[src/design/iup_pkg.sv]
`timescale 1ns / 1ps
// ----------------------------------------------------------------------------
// iup_pkg
// Shared types and constants of the integer-factor image upscaler.
// ----------------------------------------------------------------------------
package iup_pkg;

  localparam int COORD_BITS    = 13;
  localparam int OUT_PIX_BITS  = 16;
  localparam int CNT_BITS      = 11;
  localparam int SF_BITS       = 4;
  localparam int CFG_DATA_BITS = 11;
  localparam int CFG_IDX_BITS  = 2;

  localparam logic [CFG_IDX_BITS-1:0] CFG_INTERP_MODE   = 2'd0;
  localparam logic [CFG_IDX_BITS-1:0] CFG_SCALE_FACTOR  = 2'd1;
  localparam logic [CFG_IDX_BITS-1:0] CFG_SOURCE_WIDTH  = 2'd2;
  localparam logic [CFG_IDX_BITS-1:0] CFG_SOURCE_HEIGHT = 2'd3;

  localparam logic                RST_INTERP_MODE   = 1'b1;
  localparam logic [SF_BITS-1:0]  RST_SCALE_FACTOR  = 4'd2;
  localparam logic [CNT_BITS-1:0] RST_SOURCE_WIDTH  = 11'd1024;
  localparam logic [CNT_BITS-1:0] RST_SOURCE_HEIGHT = 11'd1024;

  typedef enum logic [2:0] {
    ST_IDLE = 3'b001,
    ST_UPD  = 3'b010,
    ST_GEN  = 3'b100
  } iup_state_t;

  // one output pixel slot travelling down the datapath
  typedef struct packed {
    logic                  valid;
    logic                  last;
    logic [COORD_BITS-1:0] row;
    logic [COORD_BITS-1:0] col;
  } iup_issue_t;

endpackage

[src/design/iup_interp.sv]
`timescale 1ns / 1ps
// ----------------------------------------------------------------------------
// iup_interp
// Interpolation pipeline: corner weights, products, rounded sum and a
// pipelined restoring divide by 2*f*f, then the output register.
// ----------------------------------------------------------------------------
module iup_interp import iup_pkg::*; #(
  parameter int MAX_FACTOR = 8,
  parameter int PIXEL_BITS = 16,
  localparam int FB = $clog2(MAX_FACTOR + 1)
) (
  input  logic                    clk,
  input  logic                    rst,
  input  logic                    interp_mode,
  input  logic [FB-1:0]           f,
  input  logic [FB-1:0]           i,
  input  logic [FB-1:0]           j,
  input  iup_issue_t              issue,
  input  logic [PIXEL_BITS-1:0]   c_ul,
  input  logic [PIXEL_BITS-1:0]   c_ur,
  input  logic [PIXEL_BITS-1:0]   c_ll,
  input  logic [PIXEL_BITS-1:0]   c_lr,
  output logic                    adv,
  output logic                    out_valid,
  input  logic                    out_stall,
  output logic [OUT_PIX_BITS-1:0] pixel_out,
  output logic [COORD_BITS-1:0]   out_row,
  output logic [COORD_BITS-1:0]   out_col,
  output logic                    block_last
);

  localparam int PB = PIXEL_BITS;
  localparam int WB = 2 * FB;
  localparam int DB = WB + 1;
  localparam int PW = PB + WB;
  localparam int NB = PB + DB;

  logic [FB-1:0]   fi;
  logic [FB-1:0]   fj;
  logic            lower;
  logic            right;
  logic [WB-1:0]   ff;
  logic [DB-1:0]   dvsr;

  iup_issue_t      s1;
  logic [WB-1:0]   w_ul, w_ur, w_ll, w_lr;
  logic [PB-1:0]   near1;
  // corners travel with the slot; the sequencer may load the next cell early
  logic [PB-1:0]   s1_ul, s1_ur, s1_ll, s1_lr;

  iup_issue_t      s2;
  logic [PW-1:0]   p_ul, p_ur, p_ll, p_lr;
  logic [PB-1:0]   near2;
  logic [PW-1:0]   s_sum;
  logic [NB-1:0]   n_val;

  iup_issue_t      ds    [0:PB];
  logic [DB-1:0]   drem  [0:PB];
  logic [PB-1:0]   dlo   [0:PB];
  logic [PB-1:0]   dnear [0:PB];

  assign adv   = !out_valid || !out_stall;
  assign fi    = f - i;
  assign fj    = f - j;
  assign lower = ({i, 1'b0} >= {1'b0, f});
  assign right = ({j, 1'b0} >= {1'b0, f});
  assign ff    = f * f;
  assign dvsr  = {ff, 1'b0};
  assign s_sum = p_ul + p_ur + p_ll + p_lr;
  assign n_val = {s_sum, 1'b0} + NB'(ff);

  always_ff @(posedge clk) begin
    if (rst) begin
      s1.valid    <= 1'b0;
      s2.valid    <= 1'b0;
      ds[0].valid <= 1'b0;
    end else if (adv) begin
      s1    <= issue;
      w_ul  <= fi * fj;
      w_ur  <= j * fi;
      w_ll  <= i * fj;
      w_lr  <= i * j;
      near1 <= lower ? (right ? c_lr : c_ll) : (right ? c_ur : c_ul);
      s1_ul <= c_ul;
      s1_ur <= c_ur;
      s1_ll <= c_ll;
      s1_lr <= c_lr;

      s2    <= s1;
      p_ul  <= w_ul * s1_ul;
      p_ur  <= w_ur * s1_ur;
      p_ll  <= w_ll * s1_ll;
      p_lr  <= w_lr * s1_lr;
      near2 <= near1;

      ds[0]    <= s2;
      drem[0]  <= n_val[NB-1:PB];
      dlo[0]   <= n_val[PB-1:0];
      dnear[0] <= near2;
    end
  end

  for (genvar k = 1; k <= PB; k++) begin : g_div
    logic [DB:0] t;
    logic        ge;
    assign t  = {drem[k-1], dlo[k-1][PB-1]};
    assign ge = (t >= {1'b0, dvsr});
    always_ff @(posedge clk) begin
      if (rst) begin
        ds[k].valid <= 1'b0;
      end else if (adv) begin
        ds[k]    <= ds[k-1];
        drem[k]  <= ge ? DB'(t - {1'b0, dvsr}) : DB'(t);
        dlo[k]   <= {dlo[k-1][PB-2:0], ge};
        dnear[k] <= dnear[k-1];
      end
    end
  end

  always_ff @(posedge clk) begin
    if (rst) begin
      out_valid <= 1'b0;
    end else if (adv) begin
      out_valid  <= ds[PB].valid;
      pixel_out  <= interp_mode ? OUT_PIX_BITS'(dlo[PB]) : OUT_PIX_BITS'(dnear[PB]);
      out_row    <= ds[PB].row;
      out_col    <= ds[PB].col;
      block_last <= ds[PB].last;
    end
  end

  a_rem_init: assert property (@(posedge clk) disable iff (rst)
    ds[0].valid |-> (drem[0] < dvsr))
    else $error("weighted sum exceeds quotient range");

  a_rem_final: assert property (@(posedge clk) disable iff (rst)
    ds[PB].valid |-> (drem[PB] < dvsr))
    else $error("divider remainder not reduced");

endmodule

[config.mk]
export PLATFORM = sky130hd
export DESIGN_NAME = iup_interp
export DESIGN_NICKNAME = d
export VERILOG_FILES = /design/src/design/iup_pkg.sv /design/src/design/iup_interp.sv
export SDC_FILE = /design/constraint.sdc
export NUM_CORES = 2
export LEC_CHECK = 0
export BUFFER_PORTS_ARGS = -buffer_cell sky130_fd_sc_hd__buf_2
export CAP_MARGIN = 20
export CORE_UTILIZATION = 49
export CTS_CLUSTER_SIZE = 40
export DETAILED_ROUTE_END_ITERATION = 8
export GPL_TIMING_DRIVEN = 0
export PLACE_DENSITY = 0.69
export REMOVE_ABC_BUFFERS = 1
export SLEW_MARGIN = 0
export SYNTH_ARGS = -nofsm -noshare
export SYNTH_HDL_FRONTEND = slang
export SYNTH_SLANG_ARGS = --single-unit
[constraint.sdc]
create_clock -name clk -period 80.7 [get_ports clk]
set_input_delay 8.07 -clock clk [delete_from_list [all_inputs] [get_ports clk]]
set_output_delay 8.07 -clock clk [all_outputs]
set_load 0.1 [all_outputs]
==> Word-level counts from Yosys, hierarchy flattened <==
Memory sizes are Yosys's and may differ from the RTL's.
Index checks and enable logic that the tools add are counted.
{ "op_classes": {"n_bitwise": 18, "n_reduce_logical": 4, "add_sub_neg": 22, "order_cmp": 18, "n_mul": 9, "div_mod_pow": 0, "mux": 42, "eq_ne": 0, "shifts": 0} }
{ "ops": {"columns": ["cell", "n"], "rows": [
  ["$ge 10x9->1", 16],
  ["$mux 9", 16],
  ["$sub 9x9->9", 16],
  ["$mul 8x16->24", 4],
  ["$add 24x24->24", 3],
  ["$mux 16", 4],
  ["$mul 4x4->8", 5],
  ["$add 25x8->25", 1],
  ["$mux 1", 22],
  ["$or 1x1->1", 17],
  ["$ge 5x4->1", 2],
  ["$sub 4x4->4", 2],
  ["$logic_not 1->1", 2],
  ["$reduce_and 2->1", 1],
  ["$logic_or 1x1->1", 1],
  ["$not 1->1", 1]
]} }
{ "word_totals": {"elab_cells": 144, "rom_bits": 0, "latch_bits": 0, "n_memories": 4, "register_bits": 324, "mem_bits_rw": 1173} }
{ "memory_table": {"columns": ["memory", "words", "word_bits", "rd", "rd_clocked_by_memory_dff", "write_ports", "line_no", "rtl"], "rows": [
  ["ds", 17, 28, 17, 0, 17, "iup_interp.sv:57", "iup_issue_t ds [0:PB];"],
  ["dlo", 17, 16, 17, 0, 17, "iup_interp.sv:59", "logic [PB-1:0] dlo [0:PB];"],
  ["dnear", 17, 16, 17, 0, 17, "iup_interp.sv:60", "logic [PB-1:0] dnear [0:PB];"],
  ["drem", 17, 9, 16, 0, 17, "iup_interp.sv:58", "logic [DB-1:0] drem [0:PB];"]
]} }

==> Longest topological paths before layout <==
{ "depth": {"depth_word": 6, "mapped_depth": 20, "mapped_depth_nobuf": 19} }

==> Worst setup path before layout <==
Ideal clock, no wire load.
{ "synth_timing": {"path_type": "input -> register", "startpoint": "input port out_stall", "endpoint": "memory ds[0][27] in the netlist's numbering (data pin)", "cell_stages": 3, "path_buffers": 1, "path_slack_ps": 29961, "t_arrival_ps": 50381, "required_ps": 80341, "setup_time_ps": 359, "cell_sequence": "a21oi_1 > clkbuf_1 > and2_1"} }
{ "synth_rtl": {"columns": ["element", "line_no", "rtl"], "rows": [
  ["start: declaration", "iup_interp.sv:25", "input logic out_stall,"],
  ["end: declaration", "iup_interp.sv:57", null]
]} }

==> Worst setup path in the final report <==
{ "layout_timing": {"startpoint": "input port out_stall", "endpoint": "output port adv"} }
{ "layout_via": {"elab_chain_len": 2} }
{ "layout_rtl": {"columns": ["element", "line_no", "rtl"], "rows": [
  ["$logic_not 1->1", "iup_interp.sv:62", "assign adv = !out_valid || !out_stall;"],
  ["$logic_or 1x1->1", "iup_interp.sv:62", null],
  ["end: declaration", "iup_interp.sv:23", "output logic adv,"]
]} }
Every way passes these cells.

==> results by group <==
STA
  – Final hold vios: 0
  – Final period util: 20.9%
  – Worst Tran Pin Value: 1.09 ns
  – Skew final: 0.0450 ns
  – Final WS setup: 63.86 ns
  – Unrepaired setup endpoints after global routing: no
  – Rel. slew slack: 27.0%
  – Final Setup Violations: 0
  – Fmax: 59.4 MHz
  – Slew Viols, Final: 0
  – Tmin final: 16.84 ns

Critical path
  – Crit-path max FO: 5
  – Worst path required time: 72.63 ns
  – Worst path arrival time: 8.77 ns
  – CP Capture Type: primary output
  – Crit Path Class: in2out
  – Startpoint types: input port

Clock network
  – Max Buffers Root-to-Sink: 3
  – Num CTS Buffers: 152
  – Root buffer cell: clkbuf_16
  – Setup Buffers After CTS: 0
  – Cts-stage hold buffer count: 0
  – Cts repair resizes: 0
  – CTS tree: built
  – Total clock sinks: 1488
  – Skew-Pair Late Insertion Delay: 0.77 ns
  – CTS clk-pin slew, worst paths: 0.06 ns
  – H-tree depth: 4

Yosys
  – EDFF count, synth: 1485
  – Post-synthesis instance total: 4911
  – Count of different cell masters after synthesis: 72
  – Synth top area cells: edfxtp_1 62%, fa_1 11%, ha_1 6.9%, inv_1 3.3%, and2_1 3.3%
  – Synthesized area: 0.0720 mm²
  – Asr flop ratio synth: 0%
  – Post-synthesis sequential area ratio: 62.0%
  – Top cell type's share of synthesized area: 61.9%
  – Syn_area_per_cell: 14.7 µm²
  – Ys flop type: edfxtp_1
  – Synth area leader: edfxtp_1
  – Ys Warns: 0
  – Post-synthesis register bit count: 1488

Routing
  – Residual DRC count: 0
  – Vias/cell: 5.13
  – Drt first pass iters: 5
  – Drt total wl: 125000 µm
  – Wire length per cell: 17.2 µm
  – Vias: 37230
  – Initial DRC count: 2104
  – Post-DRT Antenna Nets: 0

Place
  – Placer Congestion: 0.876
  – Pre-CTS WS: 63.86 ns
  – Number of port buffers: 152
  – Detailed Place HPWL: 91100 µm

Global route
  – Met3 usage: 3.19%
  – GR Util met1: 22.5%
  – Tot GR Track Use: 17.3%
  – Pin count of the biggest net entering global routing: 34
  – Vias in the first global route: 38390
  – First-pass GRT wire length: 200000 µm
  – Initial antenna violation count: 11
  – Grt peak-use layer: met2
  – GR Overflow Total: 0
  – GR Util met2: 28.6%

Run status
  – Status: finished, final reports clean

Floorplanning
  – Ports: 153
  – Die area: 0.148 mm²
  – Initial core utilization: 49.4%
  – Die width: 385 µm
  – CORE AREA: 0.146 mm²
  – Std cell rows: 140
  – Die H: 385 µm

Final layout
  – Layout net count: 6109
  – Footprint of the multi-input gates: 0.0247 mm²
  – Fraction of layout cells with a size suffix above 1: 9.18%
  – Fill cells: 11606
  – Sequential Area: 0.0447 mm²
  – Area growth from synthesis to layout: 12.8%

Worst hold path
  – Min-Delay Path Class: reg2reg

Run
  – Number of max-cap violations: 0
-- state kept, by name, summed over array words and instances (netlist names), 28 cells and up --
signal / count
dlo: 272
dnear: 272
drem: 144
ds: 476
s1: 28
s2: 28
-- worst paths after layout --
path	slack (ns)	depth (start not counted)	end	startpoint
max	63.86	3	adv	out_stall
min	0.39	0	dnear[0][35]	dnear[0][19]
max reg2reg	74.90	17	p_ur[21]	w_ur[2]
min reg2reg	0.39	0	dnear[0][35]	dnear[0][19]
-- cell families after synthesis --
kind of cell / count (synthesis) / share of synthesized area, %
DFF: 1488 / 62.0
and+or+nand+nor: 1107 / 7.82
adders and majority gates: 797 / 18.0
buffers and inverters: 704 / 3.69
AOI/OAI and AO/OA: 555 / 4.86
xor gates and xnor gates: 206 / 2.51
muxes: 54 / 1.06
-- final cells by class --
class	count	area share [%]
Multi-Input combinational cell	2719	30.4
Sequential cell	1488	55.0
Timing Repair Buffer	212	2.59
Antenna cell	9	0.0277
Tap cell	1917	2.95
Clock inverter	95	1.32
Inverter	631	2.92
Clock buffer	184	4.83
-- cells in the final DEF, fill, tap and decap left out, types with 20 or more instances in the layout --
| cell type | instances |
|---|---|
| nand2_1 | 342 |
| a21o_1 | 77 |
| and2_1 | 378 |
| nor2b_1 | 30 |
| buf_16 | 20 |
| o21ai_0 | 113 |
| buf_12 | 38 |
| nand2b_1 | 37 |
| a211oi_1 | 23 |
| clkbuf_16 | 152 |
| o21bai_1 | 43 |
| nand3_1 | 28 |
| clkbuf_1 | 32 |
| xor2_1 | 70 |
| buf_2 | 152 |
| ha_1 | 395 |
| nand4_1 | 29 |
| fa_1 | 402 |
| edfxtp_1 | 1485 |
| inv_1 | 631 |
| nor3_1 | 37 |
| nor2_1 | 164 |
| clkinv_1 | 37 |
| a21oi_1 | 198 |
| xnor2_1 | 136 |
-- synthesized netlist by cell type, types with 4 or more instances --
library cell,instances
o21bai_1,43
nand2b_1,37
nand4_1,29
a21boi_0,6
xnor2_1,136
or3_1,11
mux2_2,19
edfxtp_1,1485
or2_2,10
a21o_1,77
a211oi_2,4
nand4b_1,5
o211ai_1,10
a21oi_1,199
o311ai_0,4
fa_1,402
a31o_2,4
and3_1,12
nand3b_1,4
nor3_1,37
xor2_1,70
a31oi_1,6
mux4_2,16
clkbuf_1,67
o21a_1,11
nand2_1,343
a211oi_1,23
inv_1,631
and2_1,378
nor2_1,164
nor2b_1,30
o21ai_0,113
nand3_1,28
o211a_1,5
o31ai_1,9
buf_2,4
o2111ai_1,4
mux2i_1,19
nor4_1,7
ha_1,395
-- per-layer routing --
layer  vias to the layer above  routed length (µm)  part of all wire (%)
met3                       252                6800                   5.5
met5                         -                  13                 0.010
met1                     18462               52900                    42
met4                         2                4660                   3.7
li1                      17759                   -                     -
met2                       755               60200                    48
-- worst max-delay path, stage by stage --
cell and delay [ns]:
buf_2 0.14, nand2_1 0.12, buf_2 0.44
-- metrics by stage --
| stage | util [%] | hold WS (ns) | instance area, µm² | instances | TNS, ns |
|---|---|---|---|---|---|
| global route | 55.7 | 0.395 | 81200 | 7246 | 0 |
| CTS | 55.7 | 0.389 | 81200 | 7244 | 0 |
| floorplan | - | 0.400 | 71700 | 4838 | -2627.68 |
| detailed placement | 52.3 | 0.405 | 76200 | 6965 | 0 |
| global placement | 51.4 | 0.400 | 74900 | 6907 | - |
| finish | 55.7 | 0.390 | 81200 | 7255 | 0 |
Power is left out: the tool's default activity adds up to more than one toggle a clock period on the data nets, which glitch-free logic cannot reach.
